File: src/sv/dlrcm_pkg.sv
// ----------------------------------------------------------------------------
// dlrcm_pkg - shared types and constants of the dual-line ring chunk manager
// Operation and status codes, bus widths, and the command/status bundles
// passed between the controller and the datapath.
// ----------------------------------------------------------------------------
`default_nettype none

package dlrcm_pkg;

	// Stream and register port widths
	localparam int S_TDATA_W  = 32;
	localparam int S_TUSER_W  = 5;
	localparam int M_TDATA_W  = 168;
	localparam int M_TUSER_W  = 2;
	localparam int APB_ADDR_W = 3;

	// Remainder unit: dividend width and iteration counter width
	localparam int DVD_W     = 17;
	localparam int MOD_CNT_W = 5;

	// Reset value of the ring size register
	localparam logic [15:0] BUFFER_SIZE_RST = 16'd32768;

	// Register select taken from paddr[2]
	localparam logic REG_BUFFER_SIZE = 1'b0;
	localparam logic REG_MARGIN_SIZE = 1'b1;

	// Line numbers
	localparam logic [1:0] LINE_FREE = 2'd0;
	localparam logic [1:0] LINE_DATA = 2'd1;

	typedef enum logic [2:0] {
		MODE_GET   = 3'd0,
		MODE_UNGET = 3'd1,
		MODE_PUT   = 3'd2,
		MODE_QUERY = 3'd3,
		MODE_RESET = 3'd4
	} mode_t;

	typedef enum logic [1:0] {
		STAT_OK       = 2'd0,
		STAT_BAD_LINE = 2'd1,
		STAT_MISMATCH = 2'd2
	} status_t;

	typedef enum logic [2:0] {
		ST_IDLE,
		ST_DISPATCH,
		ST_WAIT1,
		ST_START2,
		ST_WAIT2,
		ST_FINISH
	} ctl_state_t;

	// Controller to datapath
	typedef struct packed {
		logic load_in;
		logic mod_start;
		logic mod_second;
		logic cap_first;
		logic cap_second;
		logic commit;
	} ctl_cmd_t;

	// Datapath to controller
	typedef struct packed {
		logic need_mod;
		logic need_second;
		logic mod_done;
		logic out_free;
	} dp_stat_t;

endpackage

`default_nettype wire

File: src/sv/dlrcm_mod.sv
// ----------------------------------------------------------------------------
// dlrcm_mod - iterative remainder unit
// Reduces an unsigned dividend modulo a non-zero divisor. A dividend below
// twice the divisor takes the short path; otherwise one quotient bit per cycle.
// ----------------------------------------------------------------------------
`default_nettype none

module dlrcm_mod (
	input  wire logic                        clk,
	input  wire logic                        arst_n,
	input  wire logic                        start,
	input  wire logic [dlrcm_pkg::DVD_W-1:0] dividend,
	input  wire logic [dlrcm_pkg::DVD_W-1:0] divisor,
	output logic                             done,
	output logic [dlrcm_pkg::DVD_W-1:0]      remainder
);
	import dlrcm_pkg::*;

	logic                 busy_q;
	logic                 done_q;
	logic [MOD_CNT_W-1:0] cnt_q;
	logic [DVD_W-1:0]     rem_q;
	logic [DVD_W-1:0]     dvd_q;

	logic                 quick;
	logic [DVD_W-1:0]     quick_rem;
	logic [DVD_W:0]       trial;
	logic [DVD_W-1:0]     step_rem;

	// Short path: at most one subtraction needed
	assign quick     = {1'b0, dividend} < {divisor, 1'b0};
	assign quick_rem = (dividend >= divisor) ? dividend - divisor : dividend;

	// Restoring step: shift in the next dividend bit, subtract when it fits
	always_comb begin
		trial = {rem_q, dvd_q[DVD_W-1]};
		if (trial >= {1'b0, divisor}) begin
			step_rem = DVD_W'(trial - {1'b0, divisor});
		end else begin
			step_rem = trial[DVD_W-1:0];
		end
	end

	// Sequence control
	always_ff @(posedge clk or negedge arst_n) begin
		if (!arst_n) begin
			busy_q <= 1'b0;
			done_q <= 1'b0;
			cnt_q  <= '0;
		end else begin
			done_q <= 1'b0;
			if (start) begin
				if (quick) begin
					done_q <= 1'b1;
				end else begin
					busy_q <= 1'b1;
					cnt_q  <= MOD_CNT_W'(DVD_W);
				end
			end else if (busy_q) begin
				cnt_q <= cnt_q - 1'b1;
				if (cnt_q == MOD_CNT_W'(1)) begin
					busy_q <= 1'b0;
					done_q <= 1'b1;
				end
			end
		end
	end

	// Partial remainder and dividend shift register
	always_ff @(posedge clk) begin
		if (start) begin
			rem_q <= quick ? quick_rem : '0;
			dvd_q <= dividend;
		end else if (busy_q) begin
			rem_q <= step_rem;
			dvd_q <= {dvd_q[DVD_W-2:0], 1'b0};
		end
	end

	assign done      = done_q;
	assign remainder = rem_q;

endmodule

`default_nettype wire

File: src/sv/dlrcm_dp.sv
// ----------------------------------------------------------------------------
// dlrcm_dp - datapath of the dual-line ring chunk manager
// Holds the request, the two lines' offsets, counts and totals, the shared
// remainder unit and the result word register.
// ----------------------------------------------------------------------------
`default_nettype none

module dlrcm_dp #(
	parameter int OFFSET_BITS = 16
) (
	input  wire logic                            clk,
	input  wire logic                            arst_n,
	input  wire dlrcm_pkg::ctl_cmd_t             cmd,
	output dlrcm_pkg::dp_stat_t                  stat,
	input  wire logic [dlrcm_pkg::S_TDATA_W-1:0] s_tdata,
	input  wire logic [dlrcm_pkg::S_TUSER_W-1:0] s_tuser,
	input  wire logic [15:0]                     buffer_size,
	input  wire logic [15:0]                     margin_size,
	output logic                                 m_tvalid,
	input  wire logic                            m_tready,
	output logic [dlrcm_pkg::M_TDATA_W-1:0]      m_tdata,
	output logic [dlrcm_pkg::M_TUSER_W-1:0]      m_tuser
);
	import dlrcm_pkg::*;

	localparam int OFS_W = (OFFSET_BITS < 16) ? OFFSET_BITS : 16;
	localparam int CNT_W = OFFSET_BITS;
	localparam int CMP_W = (OFFSET_BITS > 18) ? OFFSET_BITS : 18;

	// Request registers
	logic [2:0]  mode_q;
	logic [1:0]  line_q;
	logic [15:0] len_q;
	logic [15:0] pos_q;

	// Line state
	logic [OFS_W-1:0] free_offset_q;
	logic [OFS_W-1:0] data_offset_q;
	logic [CNT_W-1:0] free_count_q;
	logic [CNT_W-1:0] data_count_q;
	logic [31:0]      taken_q [2];
	logic [31:0]      put_q [2];

	// Captured remainders
	logic [DVD_W-1:0] r1_q;
	logic [DVD_W-1:0] r2_q;

	// Result word
	logic                 m_tvalid_q;
	logic [M_TDATA_W-1:0] m_tdata_q;
	logic [M_TUSER_W-1:0] m_tuser_q;

	logic             valid_line;
	logic             sel;
	logic [OFS_W-1:0] cur_off;
	logic [CNT_W-1:0] cur_cnt;
	logic [15:0]      off16;
	logic [16:0]      m17;
	logic [18:0]      room19;
	logic [17:0]      room18;
	logic [17:0]      lim18;
	logic [CMP_W-1:0] cnt_cmp;
	logic [CMP_W-1:0] lim_cmp;
	logic [CMP_W-1:0] grant_w;
	logic [15:0]      g16;
	logic [16:0]      get_dvd;
	logic [17:0]      x18;
	logic [17:0]      x_abs;
	logic             x_neg;
	logic             match;
	logic [DVD_W-1:0] mod_dvd;
	logic             mod_done;
	logic [DVD_W-1:0] mod_rem;

	// Next-state and result values of the step
	logic [OFS_W-1:0] nxt_off;
	logic [CNT_W-1:0] nxt_cnt;
	logic [31:0]      nxt_taken;
	logic [31:0]      nxt_put;
	logic             line_wr;
	logic             lines_rst;
	status_t          res_status;
	logic [15:0]      res_chunk_len;
	logic [15:0]      res_chunk_off;
	logic             res_fsr;
	logic [15:0]      res_mirror;
	logic [15:0]      res_wsrc;
	logic [15:0]      res_wlen;
	logic [CNT_W-1:0] rep_cnt;
	logic [31:0]      rep_taken;
	logic [31:0]      rep_put;
	logic [15:0]      res_line_count;
	logic [31:0]      res_taken;
	logic [31:0]      res_put;
	logic [15:0]      ml16;
	logic [16:0]      end17;
	logic [16:0]      wl17;
	logic [15:0]      wl16;
	logic [16:0]      wsrc17;

	// Capture the request word
	always_ff @(posedge clk) begin
		if (cmd.load_in) begin
			mode_q <= s_tuser[2:0];
			line_q <= s_tuser[4:3];
			len_q  <= s_tdata[15:0];
			pos_q  <= s_tdata[31:16];
		end
	end

	// Select the addressed line
	assign valid_line = !line_q[1];
	assign sel        = line_q[0];
	assign cur_off    = sel ? data_offset_q : free_offset_q;
	assign cur_cnt    = sel ? data_count_q : free_count_q;
	assign off16      = 16'(cur_off);

	// Ring modulus, a zero size standing for a full 64 KiB ring
	assign m17 = (buffer_size == 16'd0) ? 17'h10000 : {1'b0, buffer_size};

	// Grant: smallest of line count, room to ring end plus margin, request
	always_comb begin
		room19  = 19'(margin_size) + 19'(m17) - 19'(off16);
		room18  = room19[18] ? 18'd0 : room19[17:0];
		lim18   = (18'(len_q) < room18) ? 18'(len_q) : room18;
		cnt_cmp = CMP_W'(cur_cnt);
		lim_cmp = CMP_W'(lim18);
		grant_w = (cnt_cmp < lim_cmp) ? cnt_cmp : lim_cmp;
	end
	assign g16     = grant_w[15:0];
	assign get_dvd = 17'(off16) + 17'(g16);

	// Unget: expected position before reduction, as sign and magnitude
	always_comb begin
		x18   = 18'(off16) + 18'(m17) - 18'(len_q);
		x_neg = x18[17];
		x_abs = x_neg ? 18'd0 - x18 : x18;
	end

	// A negative expected position matches only when it reduces to zero
	assign match = x_neg ? (r1_q == '0) && (r2_q == '0) : (r1_q == r2_q);

	// Feed the remainder unit
	always_comb begin
		if (cmd.mod_second) begin
			mod_dvd = 17'(pos_q);
		end else if (mode_q == MODE_UNGET) begin
			mod_dvd = x_abs[DVD_W-1:0];
		end else begin
			mod_dvd = get_dvd;
		end
	end

	dlrcm_mod u_mod (
		.clk       (clk),
		.arst_n    (arst_n),
		.start     (cmd.mod_start),
		.dividend  (mod_dvd),
		.divisor   (m17),
		.done      (mod_done),
		.remainder (mod_rem)
	);

	// Hold the remainders between reductions
	always_ff @(posedge clk) begin
		if (cmd.cap_first) begin
			r1_q <= mod_rem;
		end
		if (cmd.cap_second) begin
			r2_q <= mod_rem;
		end
	end

	// Work out the step outcome
	always_comb begin
		nxt_off       = cur_off;
		nxt_cnt       = cur_cnt;
		nxt_taken     = taken_q[sel];
		nxt_put       = put_q[sel];
		line_wr       = 1'b0;
		lines_rst     = 1'b0;
		res_status    = STAT_OK;
		res_chunk_len = '0;
		res_chunk_off = '0;
		res_fsr       = 1'b0;
		res_mirror    = '0;
		res_wsrc      = '0;
		res_wlen      = '0;
		ml16          = margin_size - pos_q;
		end17         = 17'(pos_q) + 17'(len_q);
		wl17          = end17 - m17;
		wl16          = (17'(len_q) < wl17) ? len_q : wl17[15:0];
		wsrc17        = end17 - 17'(wl16);
		unique case (mode_q)
			MODE_GET: begin
				if (!valid_line) begin
					res_status = STAT_BAD_LINE;
				end else begin
					res_chunk_len = g16;
					res_chunk_off = off16;
					nxt_off       = r1_q[OFS_W-1:0];
					nxt_cnt       = cur_cnt - CNT_W'(g16);
					nxt_taken     = taken_q[sel] + 32'(g16);
					line_wr       = 1'b1;
				end
			end
			MODE_UNGET: begin
				if (len_q != 16'd0) begin
					if (!valid_line) begin
						res_status = STAT_BAD_LINE;
					end else begin
						if (match) begin
							nxt_off = r1_q[OFS_W-1:0];
							nxt_cnt = cur_cnt + CNT_W'(len_q);
						end else begin
							res_status = STAT_MISMATCH;
						end
						nxt_taken = taken_q[sel] - 32'(len_q);
						line_wr   = 1'b1;
					end
				end
			end
			MODE_PUT: begin
				if (len_q != 16'd0) begin
					if (!valid_line) begin
						res_status = STAT_BAD_LINE;
					end else begin
						nxt_cnt = cur_cnt + CNT_W'(len_q);
						nxt_put = put_q[sel] + 32'(len_q);
						line_wr = 1'b1;
						// Data line: report margin mirror and wrap copies
						if (sel) begin
							if (pos_q < margin_size) begin
								res_mirror = (len_q < ml16) ? len_q : ml16;
							end
							if (end17 > m17) begin
								res_wsrc = wsrc17[15:0];
								res_wlen = wl16;
							end
						end
					end
				end
			end
			MODE_QUERY: begin
				if (!valid_line) begin
					res_status = STAT_BAD_LINE;
					res_fsr    = (len_q == 16'd0);
				end else begin
					res_chunk_len = g16;
					res_fsr       = (g16 == len_q);
				end
			end
			MODE_RESET: begin
				lines_rst = 1'b1;
			end
			default: begin
				if (!valid_line) begin
					res_status = STAT_BAD_LINE;
				end
			end
		endcase
	end

	// Report the addressed line after the step
	always_comb begin
		if (lines_rst) begin
			rep_cnt   = sel ? '0 : CNT_W'(buffer_size);
			rep_taken = '0;
			rep_put   = '0;
		end else begin
			rep_cnt   = nxt_cnt;
			rep_taken = nxt_taken;
			rep_put   = nxt_put;
		end
		res_line_count = valid_line ? 16'(rep_cnt) : 16'd0;
		res_taken      = valid_line ? rep_taken : 32'd0;
		res_put        = valid_line ? rep_put : 32'd0;
	end

	// Commit line state
	always_ff @(posedge clk or negedge arst_n) begin
		if (!arst_n) begin
			free_offset_q <= '0;
			data_offset_q <= '0;
			free_count_q  <= CNT_W'(BUFFER_SIZE_RST);
			data_count_q  <= '0;
			taken_q[0]    <= '0;
			taken_q[1]    <= '0;
			put_q[0]      <= '0;
			put_q[1]      <= '0;
		end else if (cmd.commit) begin
			if (lines_rst) begin
				free_offset_q <= '0;
				data_offset_q <= '0;
				free_count_q  <= CNT_W'(buffer_size);
				data_count_q  <= '0;
				taken_q[0]    <= '0;
				taken_q[1]    <= '0;
				put_q[0]      <= '0;
				put_q[1]      <= '0;
			end else if (line_wr) begin
				if (sel) begin
					data_offset_q <= nxt_off;
					data_count_q  <= nxt_cnt;
				end else begin
					free_offset_q <= nxt_off;
					free_count_q  <= nxt_cnt;
				end
				taken_q[sel] <= nxt_taken;
				put_q[sel]   <= nxt_put;
			end
		end
	end

	// Result word: hold until taken, load on commit
	always_ff @(posedge clk or negedge arst_n) begin
		if (!arst_n) begin
			m_tvalid_q <= 1'b0;
		end else if (cmd.commit) begin
			m_tvalid_q <= 1'b1;
		end else if (m_tready) begin
			m_tvalid_q <= 1'b0;
		end
	end

	always_ff @(posedge clk) begin
		if (cmd.commit) begin
			m_tuser_q <= res_status;
			m_tdata_q <= {7'd0, res_put, res_taken, res_wlen, res_wsrc, res_mirror,
				res_line_count, res_fsr, res_chunk_off, res_chunk_len};
		end
	end

	assign m_tvalid = m_tvalid_q;
	assign m_tdata  = m_tdata_q;
	assign m_tuser  = m_tuser_q;

	// Status towards the controller
	assign stat.need_mod    = valid_line && ((mode_q == MODE_GET) ||
		((mode_q == MODE_UNGET) && (len_q != 16'd0)));
	assign stat.need_second = (mode_q == MODE_UNGET);
	assign stat.mod_done    = mod_done;
	assign stat.out_free    = !m_tvalid_q || m_tready;

endmodule

`default_nettype wire

File: src/sv/dlrcm_ctrl.sv
// ----------------------------------------------------------------------------
// dlrcm_ctrl - controller of the dual-line ring chunk manager
// Takes one request word, sequences the remainder reductions it needs and
// commits the step once the result register is free.
// ----------------------------------------------------------------------------
`default_nettype none

module dlrcm_ctrl (
	input  wire logic                clk,
	input  wire logic                arst_n,
	input  wire logic                s_tvalid,
	output logic                     s_tready,
	input  wire dlrcm_pkg::dp_stat_t stat,
	output dlrcm_pkg::ctl_cmd_t      cmd
);
	import dlrcm_pkg::*;

	ctl_state_t state_q;
	ctl_state_t state_nxt;

	// State register
	always_ff @(posedge clk or negedge arst_n) begin
		if (!arst_n) begin
			state_q <= ST_IDLE;
		end else begin
			state_q <= state_nxt;
		end
	end

	// Next state and commands
	always_comb begin
		state_nxt = state_q;
		s_tready  = 1'b0;
		cmd       = '0;
		unique case (state_q)
			ST_IDLE: begin
				s_tready = 1'b1;
				if (s_tvalid) begin
					cmd.load_in = 1'b1;
					state_nxt   = ST_DISPATCH;
				end
			end
			ST_DISPATCH: begin
				if (stat.need_mod) begin
					cmd.mod_start = 1'b1;
					state_nxt     = ST_WAIT1;
				end else begin
					state_nxt = ST_FINISH;
				end
			end
			ST_WAIT1: begin
				if (stat.mod_done) begin
					cmd.cap_first = 1'b1;
					state_nxt     = stat.need_second ? ST_START2 : ST_FINISH;
				end
			end
			ST_START2: begin
				cmd.mod_start  = 1'b1;
				cmd.mod_second = 1'b1;
				state_nxt      = ST_WAIT2;
			end
			ST_WAIT2: begin
				if (stat.mod_done) begin
					cmd.cap_second = 1'b1;
					state_nxt      = ST_FINISH;
				end
			end
			ST_FINISH: begin
				if (stat.out_free) begin
					cmd.commit = 1'b1;
					state_nxt  = ST_IDLE;
				end
			end
			default: begin
				state_nxt = ST_IDLE;
			end
		endcase
	end

endmodule

`default_nettype wire

File: src/sv/dual_line_ring_chunk_manager.sv
// ----------------------------------------------------------------------------
// dual_line_ring_chunk_manager - ring buffer free/data chunk manager
// Tracks free space and filled data of a ring with mirrored margin as two
// lines, grants and returns chunks, and issues copy descriptors for puts.
//
//   Channel   Direction  Word contents
//   s_*       in         tuser: mode, line; tdata: req_length, position
//   m_*       out        tuser: status; tdata: result fields
//   APB       in/out     buffer_size at 0x0, margin_size at 0x4
//
// A word that needs no reduction (put, query, reset, unused modes, an empty
// unget or an invalid line) goes straight to commit; a get on a valid line
// needs one reduction modulo the ring size, a non-empty unget on a valid line
// two, each on the short path when one subtraction suffices, else one quotient
// bit per cycle in the shared remainder unit. A reset request reinitialises
// both lines. A result word is held in the output register while the sink
// stalls; the next request is taken once the current result is loaded there.
// ----------------------------------------------------------------------------
`default_nettype none

module dual_line_ring_chunk_manager #(
	parameter int OFFSET_BITS = 16
) (
	input  wire logic                             clk,
	input  wire logic                             arst_n,
	// request stream
	input  wire logic                             s_tvalid,
	output logic                                  s_tready,
	// tdata: req_length[15:0], position[31:16]
	input  wire logic [dlrcm_pkg::S_TDATA_W-1:0]  s_tdata,
	// tuser: mode[2:0], line[4:3]
	input  wire logic [dlrcm_pkg::S_TUSER_W-1:0]  s_tuser,
	// result stream
	output logic                                  m_tvalid,
	input  wire logic                             m_tready,
	// tdata: chunk_length[15:0], chunk_offset[31:16], full_size_ready[32],
	// line_count[48:33], mirror_len[64:49], wrap_src[80:65],
	// wrap_len[96:81], taken_total[128:97], put_total[160:129], zeros above
	output logic [dlrcm_pkg::M_TDATA_W-1:0]       m_tdata,
	// tuser: status[1:0]
	output logic [dlrcm_pkg::M_TUSER_W-1:0]       m_tuser,
	// register port
	input  wire logic                             psel,
	input  wire logic                             penable,
	input  wire logic                             pwrite,
	input  wire logic [dlrcm_pkg::APB_ADDR_W-1:0] paddr,
	input  wire logic [31:0]                      pwdata,
	output logic [31:0]                           prdata,
	output logic                                  pready
);
	import dlrcm_pkg::*;

	logic        cfg_wr;
	logic [15:0] buffer_size_q;
	logic [15:0] margin_size_q;
	ctl_cmd_t    cmd;
	dp_stat_t    stat;

	// Register port: ready is held high, so an access never waits
	assign pready = 1'b1;
	assign cfg_wr = psel && penable && pwrite && pready;

	always_ff @(posedge clk or negedge arst_n) begin
		if (!arst_n) begin
			buffer_size_q <= BUFFER_SIZE_RST;
			margin_size_q <= '0;
		end else if (cfg_wr) begin
			if (paddr[2] == REG_MARGIN_SIZE) begin
				margin_size_q <= pwdata[15:0];
			end else begin
				buffer_size_q <= pwdata[15:0];
			end
		end
	end

	// Read back
	assign prdata = (paddr[2] == REG_BUFFER_SIZE) ? 32'(buffer_size_q) : 32'(margin_size_q);

	dlrcm_ctrl u_ctrl (
		.clk      (clk),
		.arst_n   (arst_n),
		.s_tvalid (s_tvalid),
		.s_tready (s_tready),
		.stat     (stat),
		.cmd      (cmd)
	);

	dlrcm_dp #(
		.OFFSET_BITS (OFFSET_BITS)
	) u_dp (
		.clk         (clk),
		.arst_n      (arst_n),
		.cmd         (cmd),
		.stat        (stat),
		.s_tdata     (s_tdata),
		.s_tuser     (s_tuser),
		.buffer_size (buffer_size_q),
		.margin_size (margin_size_q),
		.m_tvalid    (m_tvalid),
		.m_tready    (m_tready),
		.m_tdata     (m_tdata),
		.m_tuser     (m_tuser)
	);

`ifndef SYNTHESIS
	// A result word appears only from a commit
	a_word_from_commit: assert property (@(posedge clk) disable iff (!arst_n)
		$rose(m_tvalid) |-> $past(cmd.commit))
		else $error("result word raised without commit");

	// A commit never overwrites a result that the sink has not taken
	a_commit_free: assert property (@(posedge clk) disable iff (!arst_n)
		cmd.commit |-> (!m_tvalid || m_tready))
		else $error("commit over pending result word");

	// One request at a time: acceptance closes the input until committed
	a_one_item: assert property (@(posedge clk) disable iff (!arst_n)
		(s_tvalid && s_tready) |=> !s_tready)
		else $error("request accepted while one is in flight");

	// The remainder unit is never restarted while a reduction is awaited
	a_no_restart: assert property (@(posedge clk) disable iff (!arst_n)
		cmd.mod_start |=> !cmd.mod_start)
		else $error("remainder unit started twice in a row");
`endif

endmodule

`default_nettype wire

File: config.mk
export PLATFORM = sky130hd
export DESIGN_NAME = dual_line_ring_chunk_manager
export DESIGN_NICKNAME = d
export VERILOG_FILES = /design/src/sv/dlrcm_pkg.sv /design/src/sv/dlrcm_mod.sv /design/src/sv/dlrcm_dp.sv /design/src/sv/dlrcm_ctrl.sv /design/src/sv/dual_line_ring_chunk_manager.sv
export SDC_FILE = /design/constraint.sdc
export NUM_CORES = 2
export LEC_CHECK = 0
export ABC_AREA = 1
export BUFFER_PORTS_ARGS = -buffer_cell sky130_fd_sc_hd__buf_2
export CAP_MARGIN = 25
export CORE_UTILIZATION = 55
export CTS_CLUSTER_SIZE = 40
export DETAILED_ROUTE_END_ITERATION = 6
export PLACE_DENSITY = 0.74
export SLEW_MARGIN = 20
export SYNTH_ARGS = -nofsm -noshare
export SYNTH_HDL_FRONTEND = slang
export SYNTH_HIERARCHICAL = 1
export SYNTH_SLANG_ARGS = --single-unit
File: constraint.sdc
create_clock -name clk -period 35.5 [get_ports clk]
set_input_delay 3.55 -clock clk [delete_from_list [all_inputs] [get_ports clk]]
set_output_delay 3.55 -clock clk [all_outputs]
set_load 0.02 [all_outputs]
==> results.md <==
- Outcome: complete, no violations
- GR peak layer: met2
- EDFF count, synth: between 200 and 300
- Met3 GRT Util: 4.31%
- Worst EP arrival: about 14 ns
- Via count: between 30,000 and 40,000
- Nets: slightly above 6,000
- Leakage: about 22 nW
- Synthesized cell area: 0.0402 mm2
- Seq cells post-synth: 503
- Initial Util: 55.9%
- FMAX: 0.0724 GHz
- Post-synth top area cell: edfxtp_1
- Grt total ovfl: 0
- Largest stage delay on the critical path: 0.89 ns
- Global-route track usage on met2: 56.2%
- Final setup fails: 0
- Vias in the first global route: 35,240
- CTS Buf Count: between 50 and 60
- Worst-path maximum fanout: 43
- Worst rel slew slack: 28.1%
- Cell family with most CP delay: compound AO/OA/AOI/OAI gates
- Via density: slightly below 6
- Crit Path Category: reg2reg
- Clk_lat worst skew: 0.63 ns
- Highest-delay cell along the critical path: o21ai_0
- Wire per inst: 19.7 um
- Pin count of the biggest net entering global routing: 154
- Largest cells by area after synthesis: edfxtp_1, dfrtp_1, nand2_1
- Cts hold-fix bufs: 0
- HP Class: reg2reg
- CTS tree: done
- Fraction of layout cells with a size suffix above 1: 10.9%
- Ant diodes: 0
- Clock Path Buffers: 3
- GPL Wtd Cong: around 0.97
- IO Pins: between 200 and 300
- Final Max Slew Viols: 0
- Core box area: 0.0720 mm2
- Post-CTS setup buffers: 0
- Starting DRT DRC Count: 3,446
- Routed Antenna Nets: 0
- DIE HEIGHT: 272 um
- Post-Route WL: between 100,000 and 150,000 um
- Post-cts sizing count: 0
- # port buffers: 241
- Die Wd: 272 um
- CTS Root Cell: clkbuf_16
- Syn Inst Count: 5,473
- Most used cell, CP: nand2_1
- Met1 usage: 48.4%
- Detailed placer's ending HPWL: 96,900 um
- P per Cell Area: 78.6 mW/mm2
- Design Area, Final: 0.0441 mm2
- Unrepaired setup endpoints after global routing: false
- Final hold violation count: 0
- Critical path buffer and inverter count: 12
- First-pass GRT wire length: 201,000 um
- CTS H-tree lvls: 2
- Area share of the largest cell type after synthesis: 20.0%
- Post-synth top cells: nand2_1, inv_1, nor2_1
- Drt pass-1 iters: 6
- Antenna violations before repair: 1
- Layout area overhead: 9.73%
- Max_cap viols: 0
- Tmin final: ~14 ns
- FFs w/ async S/R, synth: between 40% and 50%
- Critical Path RT: 35.99 ns
- Hold Path Origin: u_dp/taken_q[47]
- Worst setup SP type: flip-flop
- # rows: 98
- Crit path capture type: flip-flop
- CP startpoint: buffer_size_q[1]
- Synth cell types: 73
- Maximum vdd ir drop: 0.000110 V
- Die area: between 0.07 and 0.08 mm2
- Total power: between 3 and 4 mW
- Synth Warn #: 6
- Remaining design rule violation count: 0
- Placed cell area: 0.0423 mm2
- Tcrit/Tclk final: 38.9%
- Clock transition at path regs: about 0.060 ns
- Sink Count: a little over 500
- Setup_tns: 0 ns
- Synth Flop Type: edfxtp_1
- Clock Skew: 0.0220 ns
- Reg2reg start: buffer_size_q[1]
- Most frequent cell after synthesis: nand2_1
- Syn Area/Cell: 7.35 um2
- Worst slew pin tran: 1.08 ns
- Register area share after synthesis: roughly a third
- Total GRT Usage: 34.7%
==> placed cells by master (no fill, tap or decap), drive strengths merged, types with 18 or more instances in the layout <==
master	instances
o21ai	462
xnor2	55
conb	24
nand2	1388
o22ai	50
inv	702
nand4	71
fa	26
clkbuf	63
o211ai	32
nand3	377
clkinv	38
nor3	52
a31oi	48
ha	309
buf	319
nand3b	21
o21bai	44
xor2	113
or2	71
a21oi	360
dfrtp	233
edfxtp	268
a21o	18
nor2	431
==> where the power goes <==
part           internal [mW]  leakage, nW  switching, mW
Sequential             0.621         5.36         0.0180
Clock                  0.341        0.890          0.242
Combinational          0.706         15.5           1.54
==> layer usage <==
layer,vias to the layer above,part of all wire [%]
li1,18553,-
met1,18058,43
met2,1592,46
met3,247,8.0
met4,0,3.2
met5,-,0
==> kinds of logic after synthesis <==
kind of cell | share of synthesized area (%)
and+or+nand+nor | 26.4
buffers and inverters | 9.21
AOI/OAI and AO/OA | 15.1
other | 0.0280
xor gates and xnor gates | 3.66
adders and majority gates | 10.9
muxes | 0.0747
DFF | 34.6
==> state kept, by name, summed over array words and instances, names as in the netlist, 17 cells and up <==
name / cells
u_dp/m_tdata: 161
u_dp/put_q: 64
u_dp/taken_q: 64
u_dp/r1_q: 17
u_dp/r2_q: 17
u_dp/u_mod/dvd_q: 17
u_dp/u_mod/remainder: 17
==> cell type report <==
| type | instances | area (um2) |
|---|---|---|
| Clock inverter | 37 | 404 |
| Sequential cell | 503 | 13900 |
| Fill cell | 6541 | 27800 |
| Tap cell | 950 | 1190 |
| Multi-Input combinational cell | 4060 | 22700 |
| Inverter | 711 | 2670 |
| Clock buffer | 63 | 1410 |
| Timing Repair Buffer | 319 | 1830 |
==> worst register-to-register path, delay by kind of cell, from the launching register on <==
kind / cells / cell delay, ns
AO/OA/AOI/OAI: 16 / 4.48
AND/OR/NAND/NOR: 36 / 4.38
adder cells (fa/ha/maj): 7 / 2.32
buffers and inverters: 12 / 1.50
flip-flops: 1 / 0.82
XOR/XNOR: 1 / 0.13
==> path summary, 6_finish.rpt <==
check / end / slack, ns / depth (start not counted)
max in group asynchronous: u_dp/data_offset_q[6] / 31.16 / 2
hold reg to reg: u_dp/taken_q[47] / 0.47 / 2
hold / removal: u_dp/taken_q[47] / 0.47 / 2
setup / recovery: u_dp/u_mod/remainder[15] / 21.69 / 72
setup reg to reg: u_dp/u_mod/remainder[15] / 21.69 / 72
min in group asynchronous: u_dp/put_q[13] / 2.89 / 1
==> through the flow <==
step	cells	worst slack, ns	hold WS [ns]	utilization (%)
3_5_place_dp	6542	22.06	0.460	58.8
3_3_place_gp	6541	22.18	0.456	58.8
5_1_grt	6643	20.81	0.493	61.3
6_report	6643	21.69	0.475	61.3
2_1_floorplan	5494	13.49	0.441	-
4_1_cts	6642	22.03	0.477	61.3
No activity file was read; power rests on OpenSTA's default activity.
